===== src/fpss_pkg.sv =====
// ----------------------------------------------------------------------------
// fpss_pkg
// Shared types and constants of the fractional-N PLL setting solver.
// ----------------------------------------------------------------------------
package fpss_pkg;

    localparam int RATE_W    = 32;
    localparam int QUOT_W    = 8;
    localparam int MULT_W    = 7;
    localparam int FRAC_W    = 22;
    localparam int STATUS_W  = 3;
    localparam int CFG_IDX_W = 8;

    localparam logic [RATE_W-1:0] FOUT_MIN_RST = 32'd620000000;
    localparam logic [RATE_W-1:0] FOUT_MAX_RST = 32'd700000000;

    localparam logic [CFG_IDX_W-1:0] REG_FOUT_MIN = 8'd0;
    localparam logic [CFG_IDX_W-1:0] REG_FOUT_MAX = 8'd1;

    typedef enum logic [STATUS_W-1:0] {
        ST_OK     = 3'd0,
        ST_WINDOW = 3'd1,
        ST_ZERO   = 3'd2,
        ST_MULT   = 3'd3,
        ST_FRAC   = 3'd4
    } t_status;

    // Per-item control that rides alongside the partial remainders.
    typedef struct packed {
        t_status             status;
        logic [RATE_W-1:0]   ref_rate;
    } t_tag;

endpackage


===== src/fpss_int_div.sv =====
// ----------------------------------------------------------------------------
// fpss_int_div
// Restoring divider for the integer quotient, one quotient bit per stage,
// most significant bit first. The dividend must be below ref_rate << QUOT_W.
// ----------------------------------------------------------------------------
module fpss_int_div (
    input  logic                          i_clk,
    input  logic                          i_rst_n,
    input  logic                          i_valid,
    output logic                          o_ready,
    input  fpss_pkg::t_tag                i_tag,
    input  logic [fpss_pkg::RATE_W-1:0]   i_rem,
    output logic                          o_valid,
    input  logic                          i_ready,
    output fpss_pkg::t_tag                o_tag,
    output logic [fpss_pkg::RATE_W-1:0]   o_rem,
    output logic [fpss_pkg::QUOT_W-1:0]   o_quot
);
    import fpss_pkg::*;

    localparam int S  = QUOT_W;
    localparam int CW = RATE_W + QUOT_W;

    logic              s_valid [0:S];
    logic              s_ready [0:S];
    t_tag              s_tag   [0:S];
    logic [RATE_W-1:0] s_rem   [0:S];
    logic [QUOT_W-1:0] s_quot  [0:S];

    logic              r_valid [S];
    t_tag              r_tag   [S];
    logic [RATE_W-1:0] r_rem   [S];
    logic [QUOT_W-1:0] r_quot  [S];

    assign s_valid[0] = i_valid;
    assign s_tag[0]   = i_tag;
    assign s_rem[0]   = i_rem;
    assign s_quot[0]  = '0;
    assign s_ready[S] = i_ready;
    assign o_ready    = s_ready[0];

    for (genvar k = 0; k < S; k++) begin : g_stage
        localparam int SH = S - 1 - k;

        logic [CW-1:0]     w_trial;
        logic [CW-1:0]     w_div;
        logic [CW-1:0]     w_diff;
        logic              w_ge;
        logic [RATE_W-1:0] n_rem;
        logic [QUOT_W-1:0] n_quot;

        always_comb begin
            w_trial = {{QUOT_W{1'b0}}, s_rem[k]};
            w_div   = {{QUOT_W{1'b0}}, s_tag[k].ref_rate} << SH;
            w_diff  = w_trial - w_div;
            w_ge    = (w_trial >= w_div);
            n_rem   = w_ge ? w_diff[RATE_W-1:0] : s_rem[k];
            n_quot  = s_quot[k];
            n_quot[SH] = w_ge;
        end

        // A stage takes new data when it is empty or its content moves on.
        assign s_ready[k] = !s_valid[k+1] || s_ready[k+1];

        always_ff @(posedge i_clk) begin
            if (!i_rst_n) begin
                r_valid[k] <= 1'b0;
            end else if (s_ready[k]) begin
                r_valid[k] <= s_valid[k];
            end
        end

        always_ff @(posedge i_clk) begin
            if (s_ready[k] && s_valid[k]) begin
                r_tag[k]  <= s_tag[k];
                r_rem[k]  <= n_rem;
                r_quot[k] <= n_quot;
            end
        end

        assign s_valid[k+1] = r_valid[k];
        assign s_tag[k+1]   = r_tag[k];
        assign s_rem[k+1]   = r_rem[k];
        assign s_quot[k+1]  = r_quot[k];
    end

    assign o_valid = s_valid[S];
    assign o_tag   = s_tag[S];
    assign o_rem   = s_rem[S];
    assign o_quot  = s_quot[S];

endmodule


===== src/fpss_frac_div.sv =====
// ----------------------------------------------------------------------------
// fpss_frac_div
// Long division of (rem << FRAC_BITS) by ref_rate, one fraction bit per
// stage. The remainder enters below ref_rate; the leftover remainder is
// passed on for the rounding step.
// ----------------------------------------------------------------------------
module fpss_frac_div #(
    parameter int FRAC_BITS = 22
) (
    input  logic                          i_clk,
    input  logic                          i_rst_n,
    input  logic                          i_valid,
    output logic                          o_ready,
    input  fpss_pkg::t_tag                i_tag,
    input  logic [fpss_pkg::RATE_W-1:0]   i_rem,
    input  logic [fpss_pkg::QUOT_W-1:0]   i_quot,
    output logic                          o_valid,
    input  logic                          i_ready,
    output fpss_pkg::t_tag                o_tag,
    output logic [fpss_pkg::RATE_W-1:0]   o_rem,
    output logic [fpss_pkg::QUOT_W-1:0]   o_quot,
    output logic [FRAC_BITS-1:0]          o_frac
);
    import fpss_pkg::*;

    localparam int S = FRAC_BITS;

    logic              s_valid [0:S];
    logic              s_ready [0:S];
    t_tag              s_tag   [0:S];
    logic [RATE_W-1:0] s_rem   [0:S];
    logic [QUOT_W-1:0] s_quot  [0:S];
    logic [S-1:0]      s_frac  [0:S];

    logic              r_valid [S];
    t_tag              r_tag   [S];
    logic [RATE_W-1:0] r_rem   [S];
    logic [QUOT_W-1:0] r_quot  [S];
    logic [S-1:0]      r_frac  [S];

    assign s_valid[0] = i_valid;
    assign s_tag[0]   = i_tag;
    assign s_rem[0]   = i_rem;
    assign s_quot[0]  = i_quot;
    assign s_frac[0]  = '0;
    assign s_ready[S] = i_ready;
    assign o_ready    = s_ready[0];

    for (genvar k = 0; k < S; k++) begin : g_stage
        localparam int BIT = S - 1 - k;

        logic [RATE_W:0]   w_dbl;
        logic [RATE_W:0]   w_div;
        logic [RATE_W:0]   w_diff;
        logic              w_ge;
        logic [RATE_W-1:0] n_rem;
        logic [S-1:0]      n_frac;

        always_comb begin
            w_dbl  = {s_rem[k], 1'b0};
            w_div  = {1'b0, s_tag[k].ref_rate};
            w_diff = w_dbl - w_div;
            w_ge   = (w_dbl >= w_div);
            // Either way the new remainder is below ref_rate and fits the word.
            n_rem  = w_ge ? w_diff[RATE_W-1:0] : w_dbl[RATE_W-1:0];
            n_frac = s_frac[k];
            n_frac[BIT] = w_ge;
        end

        assign s_ready[k] = !s_valid[k+1] || s_ready[k+1];

        always_ff @(posedge i_clk) begin
            if (!i_rst_n) begin
                r_valid[k] <= 1'b0;
            end else if (s_ready[k]) begin
                r_valid[k] <= s_valid[k];
            end
        end

        always_ff @(posedge i_clk) begin
            if (s_ready[k] && s_valid[k]) begin
                r_tag[k]  <= s_tag[k];
                r_rem[k]  <= n_rem;
                r_quot[k] <= s_quot[k];
                r_frac[k] <= n_frac;
            end
        end

        assign s_valid[k+1] = r_valid[k];
        assign s_tag[k+1]   = r_tag[k];
        assign s_rem[k+1]   = r_rem[k];
        assign s_quot[k+1]  = r_quot[k];
        assign s_frac[k+1]  = r_frac[k];
    end

    assign o_valid = s_valid[S];
    assign o_tag   = s_tag[S];
    assign o_rem   = s_rem[S];
    assign o_quot  = s_quot[S];
    assign o_frac  = s_frac[S];

endmodule


===== src/fractional_pll_setting_solver_unit.sv =====
// Throughput: one rate pair per cycle while the result side keeps accepting; each divider
// stage retires one quotient bit, so the depth is set by the eight integer-quotient stages
// and the FRAC_BITS fraction stages. Reset (synchronous, active low) empties every stage
// and restores the output window to 620 MHz .. 700 MHz.
// ----------------------------------------------------------------------------
// fractional_pll_setting_solver_unit
// Computes the integer multiplier and the rounded fractional word of a
// fractional-N PLL from a target rate and a reference rate, with range checks.
// ----------------------------------------------------------------------------
module fractional_pll_setting_solver_unit #(
    parameter int ND_MAX    = 127,
    parameter int FRAC_BITS = 22
) (
    input  logic                             i_clk,
    input  logic                             i_rst_n,
    // Configuration write channel.
    input  logic                             i_cfg_valid,
    output logic                             o_cfg_ready,
    input  logic [fpss_pkg::CFG_IDX_W-1:0]   i_cfg_index,
    input  logic [fpss_pkg::RATE_W-1:0]      i_cfg_data,
    // Input stream.
    input  logic                             s_axis_tvalid,
    output logic                             s_axis_tready,
    // [31:0] target_rate, [63:32] reference_rate
    input  logic [63:0]                      s_axis_tdata,
    // Result stream.
    output logic                             m_axis_tvalid,
    input  logic                             m_axis_tready,
    // [6:0] multiplier, [28:7] fraction, [31:29] zero
    output logic [31:0]                      m_axis_tdata,
    // [2:0] status
    output logic [fpss_pkg::STATUS_W-1:0]    m_axis_tuser
);
    import fpss_pkg::*;

    // Configuration registers.
    logic [RATE_W-1:0] r_fout_min;
    logic [RATE_W-1:0] r_fout_max;

    assign o_cfg_ready = 1'b1;

    always_ff @(posedge i_clk) begin
        if (!i_rst_n) begin
            r_fout_min <= FOUT_MIN_RST;
            r_fout_max <= FOUT_MAX_RST;
        end else if (i_cfg_valid) begin
            unique case (i_cfg_index)
                REG_FOUT_MIN: r_fout_min <= i_cfg_data;
                REG_FOUT_MAX: r_fout_max <= i_cfg_data;
                default: ;
            endcase
        end
    end

    // Entry stage: window, zero and quotient-size checks.
    logic [RATE_W-1:0] w_target;
    logic [RATE_W-1:0] w_ref;
    t_status           n_e_status;

    assign w_target = s_axis_tdata[RATE_W-1:0];
    assign w_ref    = s_axis_tdata[2*RATE_W-1:RATE_W];

    always_comb begin
        if (w_target < r_fout_min || w_target > r_fout_max) begin
            n_e_status = ST_WINDOW;
        end else if (w_target == '0 || w_ref == '0) begin
            n_e_status = ST_ZERO;
        end else if ({{QUOT_W{1'b0}}, w_target} >= {w_ref, {QUOT_W{1'b0}}}) begin
            // The quotient reaches 2^QUOT_W, which is at least ND_MAX.
            n_e_status = ST_MULT;
        end else begin
            n_e_status = ST_OK;
        end
    end

    logic              r_e_valid;
    t_tag              r_e_tag;
    logic [RATE_W-1:0] r_e_rem;
    logic              w_e_ready;
    logic              w_id_ready;

    assign w_e_ready     = !r_e_valid || w_id_ready;
    assign s_axis_tready = w_e_ready;

    always_ff @(posedge i_clk) begin
        if (!i_rst_n) begin
            r_e_valid <= 1'b0;
        end else if (w_e_ready) begin
            r_e_valid <= s_axis_tvalid;
        end
    end

    always_ff @(posedge i_clk) begin
        if (w_e_ready && s_axis_tvalid) begin
            r_e_tag.status   <= n_e_status;
            r_e_tag.ref_rate <= w_ref;
            r_e_rem          <= w_target;
        end
    end

    // Integer quotient.
    logic              w_id_valid;
    t_tag              w_id_tag;
    logic [RATE_W-1:0] w_id_rem;
    logic [QUOT_W-1:0] w_id_quot;
    logic              w_fd_ready;

    fpss_int_div u_int_div (
        .i_clk   (i_clk),
        .i_rst_n (i_rst_n),
        .i_valid (r_e_valid),
        .o_ready (w_id_ready),
        .i_tag   (r_e_tag),
        .i_rem   (r_e_rem),
        .o_valid (w_id_valid),
        .i_ready (w_fd_ready),
        .o_tag   (w_id_tag),
        .o_rem   (w_id_rem),
        .o_quot  (w_id_quot)
    );

    // Fraction bits.
    logic                 w_fd_valid;
    t_tag                 w_fd_tag;
    logic [RATE_W-1:0]    w_fd_rem;
    logic [QUOT_W-1:0]    w_fd_quot;
    logic [FRAC_BITS-1:0] w_fd_frac;
    logic                 w_out_ready;

    fpss_frac_div #(
        .FRAC_BITS (FRAC_BITS)
    ) u_frac_div (
        .i_clk   (i_clk),
        .i_rst_n (i_rst_n),
        .i_valid (w_id_valid),
        .o_ready (w_fd_ready),
        .i_tag   (w_id_tag),
        .i_rem   (w_id_rem),
        .i_quot  (w_id_quot),
        .o_valid (w_fd_valid),
        .i_ready (w_out_ready),
        .o_tag   (w_fd_tag),
        .o_rem   (w_fd_rem),
        .o_quot  (w_fd_quot),
        .o_frac  (w_fd_frac)
    );

    // Output stage: rounding, multiplier range and fraction overflow.
    // Adding half the divisor before the divide equals adding one to the
    // truncated fraction when the leftover remainder plus that half reaches it.
    logic [RATE_W:0]           w_round_sum;
    logic                      w_round_up;
    logic                      w_frac_ovf;
    logic                      w_mult_bad;
    logic [FRAC_BITS-1:0]      w_frac_rnd;
    logic [QUOT_W-1:0]         w_mult_full;
    logic [FRAC_W+FRAC_BITS-1:0] w_frac_ext;
    t_status                   n_out_status;
    logic [MULT_W-1:0]         n_out_mult;
    logic [FRAC_W-1:0]         n_out_frac;

    always_comb begin
        w_round_sum = {1'b0, w_fd_rem} + {2'b0, w_fd_tag.ref_rate[RATE_W-1:1]};
        w_round_up  = (w_round_sum >= {1'b0, w_fd_tag.ref_rate});
        w_frac_ovf  = (&w_fd_frac) && w_round_up;
        w_frac_rnd  = w_fd_frac + {{(FRAC_BITS-1){1'b0}}, w_round_up};
        w_mult_bad  = (w_fd_quot == '0) || (w_fd_quot >= QUOT_W'(ND_MAX));
        w_mult_full = w_fd_quot - {{(QUOT_W-1){1'b0}}, 1'b1};
        w_frac_ext  = {{FRAC_W{1'b0}}, w_frac_rnd};

        n_out_mult = '0;
        n_out_frac = '0;
        if (w_fd_tag.status != ST_OK) begin
            n_out_status = w_fd_tag.status;
        end else if (w_mult_bad) begin
            n_out_status = ST_MULT;
        end else if (w_frac_ovf) begin
            n_out_status = ST_FRAC;
        end else begin
            n_out_status = ST_OK;
            n_out_mult   = w_mult_full[MULT_W-1:0];
            n_out_frac   = w_frac_ext[FRAC_W-1:0];
        end
    end

    logic              r_out_valid;
    t_status           r_out_status;
    logic [MULT_W-1:0] r_out_mult;
    logic [FRAC_W-1:0] r_out_frac;

    assign w_out_ready = !r_out_valid || m_axis_tready;

    always_ff @(posedge i_clk) begin
        if (!i_rst_n) begin
            r_out_valid <= 1'b0;
        end else if (w_out_ready) begin
            r_out_valid <= w_fd_valid;
        end
    end

    always_ff @(posedge i_clk) begin
        if (w_out_ready && w_fd_valid) begin
            r_out_status <= n_out_status;
            r_out_mult   <= n_out_mult;
            r_out_frac   <= n_out_frac;
        end
    end

    assign m_axis_tvalid = r_out_valid;
    assign m_axis_tuser  = r_out_status;
    assign m_axis_tdata  = {{(32-MULT_W-FRAC_W){1'b0}}, r_out_frac, r_out_mult};

`ifndef SYNTHESIS
    // A failed check never leaks a partial multiplier or fraction.
    a_err_zero_data: assert property (@(posedge i_clk) disable iff (!i_rst_n)
        (m_axis_tvalid && m_axis_tuser != ST_OK) |-> (m_axis_tdata == '0))
        else $error("nonzero payload on an error result");

    // Only defined status codes reach the output.
    a_status_range: assert property (@(posedge i_clk) disable iff (!i_rst_n)
        m_axis_tvalid |-> (m_axis_tuser <= ST_FRAC))
        else $error("undefined status code on the output");

    // A write to the lower window bound lands in the register.
    a_cfg_min: assert property (@(posedge i_clk) disable iff (!i_rst_n)
        (i_cfg_valid && o_cfg_ready && i_cfg_index == REG_FOUT_MIN)
        |=> (r_fout_min == $past(i_cfg_data)))
        else $error("fout_min write lost");
`endif

endmodule


===== config.mk =====
export PLATFORM = sky130hd
export DESIGN_NAME = fractional_pll_setting_solver_unit
export DESIGN_NICKNAME = d
export VERILOG_FILES = /design/src/fpss_pkg.sv /design/src/fpss_int_div.sv /design/src/fpss_frac_div.sv /design/src/fractional_pll_setting_solver_unit.sv
export SDC_FILE = /design/constraint.sdc
export NUM_CORES = 2
export LEC_CHECK = 0
export BUFFER_PORTS_ARGS = -buffer_cell sky130_fd_sc_hd__buf_2
export CAP_MARGIN = 20
export CORE_UTILIZATION = 45
export CTS_CLUSTER_DIAMETER = 150
export DETAILED_ROUTE_END_ITERATION = 10
export PLACE_DENSITY = 0.66
export SLEW_MARGIN = 20
export SYNTH_ARGS = -nofsm -noshare
export SYNTH_HDL_FRONTEND = slang
export SYNTH_SLANG_ARGS = --single-unit

===== constraint.sdc =====
create_clock -name i_clk -period 20.6 [get_ports i_clk]
set_input_delay 1.03 -clock i_clk [delete_from_list [all_inputs] [get_ports i_clk]]
set_output_delay 1.03 -clock i_clk [all_outputs]
set_load 0.01 [all_outputs]

-- After elaboration in Yosys (flattened, before gate mapping)
Memory sizes are Yosys's and may differ from the RTL's.
Cells that the tools add are included.
- $add $sub $neg: 33
- magnitude comparators: 35
- equality and inequality tests: 1
- multiplexer cells: 216
- bitwise operators: 30
- reductions and logical operators: 110
- operator list (operator ; number):
    $mux W32 ; 30
    $sub A32 B32 Y32 ; 30
    $ge A33 B32 Y1 ; 23
    $mux W1 ; 181
    $logic_not A32 Y1 ; 2
    $ge A32 B40 Y1 ; 1
    $ge A32 B39 Y1 ; 1
    $ge A32 B38 Y1 ; 1
    $ge A32 B37 Y1 ; 1
    $ge A32 B36 Y1 ; 1
    $ge A32 B35 Y1 ; 1
    $logic_or A1 B1 Y1 ; 35
    $ge A32 B34 Y1 ; 1
    $add A32 B31 Y33 ; 1
    $ge A32 B33 Y1 ; 1
    $logic_and A1 B1 Y1 ; 33
    $ge A32 B32 Y1 ; 1
    $gt A32 B32 Y1 ; 1
    $logic_not A1 Y1 ; 32
    $lt A32 B32 Y1 ; 1
    $or A1 B1 Y1 ; 30
    $add A22 B1 Y22 ; 1
    $reduce_and A22 Y1 ; 1
    $logic_not A8 Y1 ; 2
    9 further kinds ; 13
- flip-flop bits (word level): 165
- RAM bits: 2764
- input bits: 109
- output and inout port bits: 38
- memories kept: 9
- memory list (name ; words ; bits a word ; read ports ; clocked after Yosys merged registers in ; write ports ; line ; source):
    u_frac_div.r_tag ; 22 ; 35 ; 22 ; 0 ; 22 ; fpss_frac_div.sv:36 ; t_tag r_tag [S];
    u_frac_div.r_rem ; 22 ; 32 ; 22 ; 0 ; 22 ; fpss_frac_div.sv:37 ; logic [RATE_W-1:0] r_rem [S];
    u_frac_div.r_frac ; 22 ; 22 ; 22 ; 0 ; 22 ; fpss_frac_div.sv:39 ; logic [S-1:0] r_frac [S];
    u_int_div.r_tag ; 8 ; 35 ; 8 ; 0 ; 8 ; fpss_int_div.sv:31 ; t_tag r_tag [S];
    u_int_div.r_rem ; 8 ; 32 ; 8 ; 0 ; 8 ; fpss_int_div.sv:32 ; logic [RATE_W-1:0] r_rem [S];
    u_frac_div.r_quot ; 22 ; 8 ; 22 ; 0 ; 22 ; fpss_frac_div.sv:38 ; logic [QUOT_W-1:0] r_quot [S];
    3 more memories ; n/a ; n/a ; n/a ; n/a ; n/a ; n/a ;

-- Logic depth before layout (Yosys ltp)
- depth in word-level cells: 36
- mapped depth: 27
- depth with buffers taken out: 27

-- Modules after synthesis
From an unflattened synthesis, not the netlist that was laid out.
- cells, all modules: 12714
- area total of the unflattened synthesis: 146326.6 um2
- by module, submodules not included (module ; times used ; cells each ; area each (um2) ; seq. area each (um2)):
    fpss_frac_div ; 1 ; 8682 ; 102363.2 ; 57795.4
    fpss_int_div ; 1 ; 2883 ; 33056.7 ; 17406.7
    fractional_pll_setting_solver_unit ; 1 ; 1149 ; 10906.7 ; 4264.1

-- Least setup slack after synthesis
No wires, ideal clock.
- path type: input port to flip-flop
- from: input port m_axis_tready
- to: memory u_frac_div.r_valid[12][0], in the netlist u_frac_div.r_valid[1][4] (data pin)
- arrival: 8.916 ns
- required time: 20.421 ns
- path slack: 11.505 ns
- stages: 8
- buffers on the path: 0
- cell sequence: and4b_1 > and3_1 > and2_1 > nand2_1 > nor2_1 > and3_1 > a21boi_0 > and2_1
- RTL lines (element ; line ; source):
    start, declared ; fractional_pll_setting_solver_unit.sv:28 ; input logic m_axis_tready,
    end, declared ; fpss_frac_div.sv:35 ; logic r_valid [S];

==> results.sh <==
export IMPL_maxSlewViolCount=0
export IMPL_drtIter0Drc=6611
export IMPL_synth_async_reset_ratio=0
export IMPL_synth_top_cell_by_area="edfxtp_1"
export IMPL_grt_pass1_vias=92500
export IMPL_synth_seq_cells=2639
export IMPL_crit_required_ns=21.22
export IMPL_end_kind="register"
export IMPL_rows=207
export IMPL_layout_min_cycle_time_ns=6.67
export IMPL_synth_top_area_frac=0.535
export IMPL_worst_slack_ns=13.93
export IMPL_post_cts_setup_buffer_count=0
export IMPL_syn_avg_cell_area_um2=11.5
export IMPL_arrival_ns=7.28
export IMPL_clkSlewWorstSetupHoldPaths_ns=0.06
export IMPL_ctsResizeCount=0
export IMPL_fp_coreArea_um2=319000
export IMPL_die_area_um2=323000
export IMPL_outcome="completed"
export IMPL_antenna_found_initial=8
export IMPL_synthAdderAreaFrac=0.0986
export IMPL_dp_slack_ns=14.02
export IMPL_hold_class="input port to register"
export IMPL_worstMarginPinSlew_ns=1.19
export IMPL_nFillCells=28100
export IMPL_worst_path_buf_inv=0
export IMPL_crit_type="register to register"
export IMPL_gp_congestion=0.902
export IMPL_whs_ns=0.333
export IMPL_synth_compound_area_frac=0.140
export IMPL_nets=14100
export IMPL_rsz0062_at_grt="false"
export IMPL_design_area_um2=160000
export IMPL_dieWidth_um=568
export IMPL_gr_usage_all_layers=0.203
export IMPL_power_mw=11.2
export IMPL_synth_top_flop_cell="edfxtp_1"
export IMPL_crit_top_cell="ha_1"
export IMPL_synthMuxAreaShare=0.0289
export IMPL_drive_gt1_frac=0.0886
export IMPL_die_height_um=568
export IMPL_synth_simple_area_share=0.0985
export IMPL_synth_seq_area_share=0.545
export IMPL_yosysMostFrequentCell="edfxtp_1"
export IMPL_io_pins=147
export IMPL_place_hpwl_mm=257
export IMPL_io_buffers=142
export IMPL_vias=94600
export IMPL_synth_cells=12600
export IMPL_cts_sinks=2639
export IMPL_grt_pass1_wl_mm=521
export IMPL_viasPerCell=5.47
export IMPL_yosys_area_share_xor_xnor=0.0463
export IMPL_firstDrtPassIters=5
export IMPL_tns_ns=0
export IMPL_fmax_mhz=150
export IMPL_wl_per_cell_um=19.4
export IMPL_tritoncts="done"
export IMPL_seq_area_um2=78600
export IMPL_synthTopCellsByArea="edfxtp_1, ha_1, inv_1"
export IMPL_final_setup_viol_count=0
export IMPL_multi_input_area_um2=59900
export IMPL_syn_to_final_growth_pct=10.6
export IMPL_antenna_left=0
export IMPL_cpMaxStageDelayCell="a311oi_1"
export IMPL_skew_ns=0.0679
export IMPL_syn_area_um2=144000
export IMPL_synth_distinct_cells=109
export IMPL_drc_errors=0
export IMPL_relSlewSlack=0.187
export IMPL_vdd_ir_drop_max_mv=0.0676
export IMPL_crit_path_start_kind="register"
export IMPL_drv_cap=0
export IMPL_min_delay_path_depth=1
export IMPL_hold_violations=0
export IMPL_power_density_nw_per_um2=70.1
export IMPL_synth_top_family_by_area="compound AO/OA/AOI/OAI gates"
export IMPL_overflow=0
export IMPL_clk_latency_ns=0.92
export IMPL_yosys_warnings=0
export IMPL_synth_edff_count=2571
export IMPL_dpl_cell_area_um2=150000
export IMPL_cts_buffers=294
export IMPL_cts_max_level=5
export IMPL_crit_chain="ha_1 > a21o_1 > a21oi_1 > o21ai_0 > a311oi_1 > a211oi_1 > o31ai_1 > o21bai_1 > a31o_2 > xor2_1 > ha_1 > a21oi_1 > nor2b_1 > a2111oi_0 > nor4bb_1 > a221o_1 > nand3_1 > ha_1 > ha_1 > nand2_1 > nor3_1 > nand3_1 > xor2_1 > nor2_1"
export IMPL_p_leak_nw=62.8
export IMPL_fin_crit_sh=0.324
export IMPL_worst_path_dominant_cell_family="compound AO/OA/AOI/OAI gates"
export IMPL_cp_slowest_stage_delay_ns=0.63
export IMPL_critPathMaxFanout=5
export IMPL_grt_max_degree=90
export IMPL_cts_root_buf="clkbuf_16"
export IMPL_wl_mm=335
export IMPL_holdBufCountCts=0
export IMPL_cp_depth=24
export IMPL_synth_common_cells="edfxtp_1, inv_1, ha_1"
export IMPL_initial_core_util=0.453
export IMPL_cts_buffer_depth=4
export IMPL_r2r_cells=24
[metal layers]
layer  global-route usage  wire [µm]
met1                0.251     141000
met2                0.359     166000
met3               0.0246      14000
met4               0.0854      14400
met5                    0         13
[cell type report]
type                    instances  area share
clock inverters               169      0.0109
multi-input cells            8370       0.375
flip-flops and latches       2639       0.492
inverters                    1364      0.0321
repair buffers                212     0.00778
well taps                    4180      0.0328
clock buffers                 360      0.0486
diodes                         11    0.000172
[sequential cells by signal, indices dropped and copies added, names as in the netlist, 8 cells and up]
signal              cells
u_int_div.r_tag       272
r_e_tag                34
u_int_div.r_quot       36
r_e_rem                32
r_out_frac             22
u_int_div.r_valid       8
u_int_div.r_rem       256
u_frac_div.r_valid     22
r_fout_max             32
u_frac_div.r_rem      704
r_fout_min             32
u_frac_div.r_quot     176
u_frac_div.r_frac     253
u_frac_div.r_tag      748
[final timing paths]
path | start | to | slack, ns
hold reg to reg | u_frac_div.r_quot[0][9] | u_frac_div.r_quot[0][17] | 0.37
setup reg to reg | u_frac_div.r_rem[5][33] | r_out_frac[18] | 13.93
setup / recovery | u_frac_div.r_rem[5][33] | r_out_frac[18] | 13.93
hold / removal | s_axis_tdata[61] | r_e_tag[29] | 0.33
[cell usage in the layout, fill, tap and decap left out, drive strengths merged, types with 204 or more instances in the layout]
master,n
edfxtp,2571
inv,1380
ha,1087
nand2,962
a21oi,839
o21ai,773
nor2,657
xnor2,450
a21o,440
clkbuf,360
mux2,343
xor2,312
buf,212
nand3,204
[cell families after synthesis]
kind of cell / count (synthesis)
AO/OA/AOI/OAI: 3155
AND/OR/NAND/NOR: 2962
other: 2
XOR/XNOR: 762
adder cells (fa/ha/maj): 1118
flip-flops: 2639
buffers and inverters: 1579
multiplexers: 369
[power breakdown]
group          leakage [nW]  internal, mW  switching (mW)
logic                  34.3        0.0599          0.0941
registers              23.9          5.83          0.0126
clock network          4.61          3.03            2.16
total                  62.8          8.92            2.27
[stage by stage]
| stage | util | cells |
|---|---|---|
| final | 0.501 | 17300 |
| after global placement | 0.471 | 16800 |
| after detailed placement | 0.471 | 16800 |
| after floorplan | - | 12600 |
| after CTS | 0.501 | 17300 |
| after global routing | 0.501 | 17300 |
No activity file was read; power rests on OpenSTA's default activity.
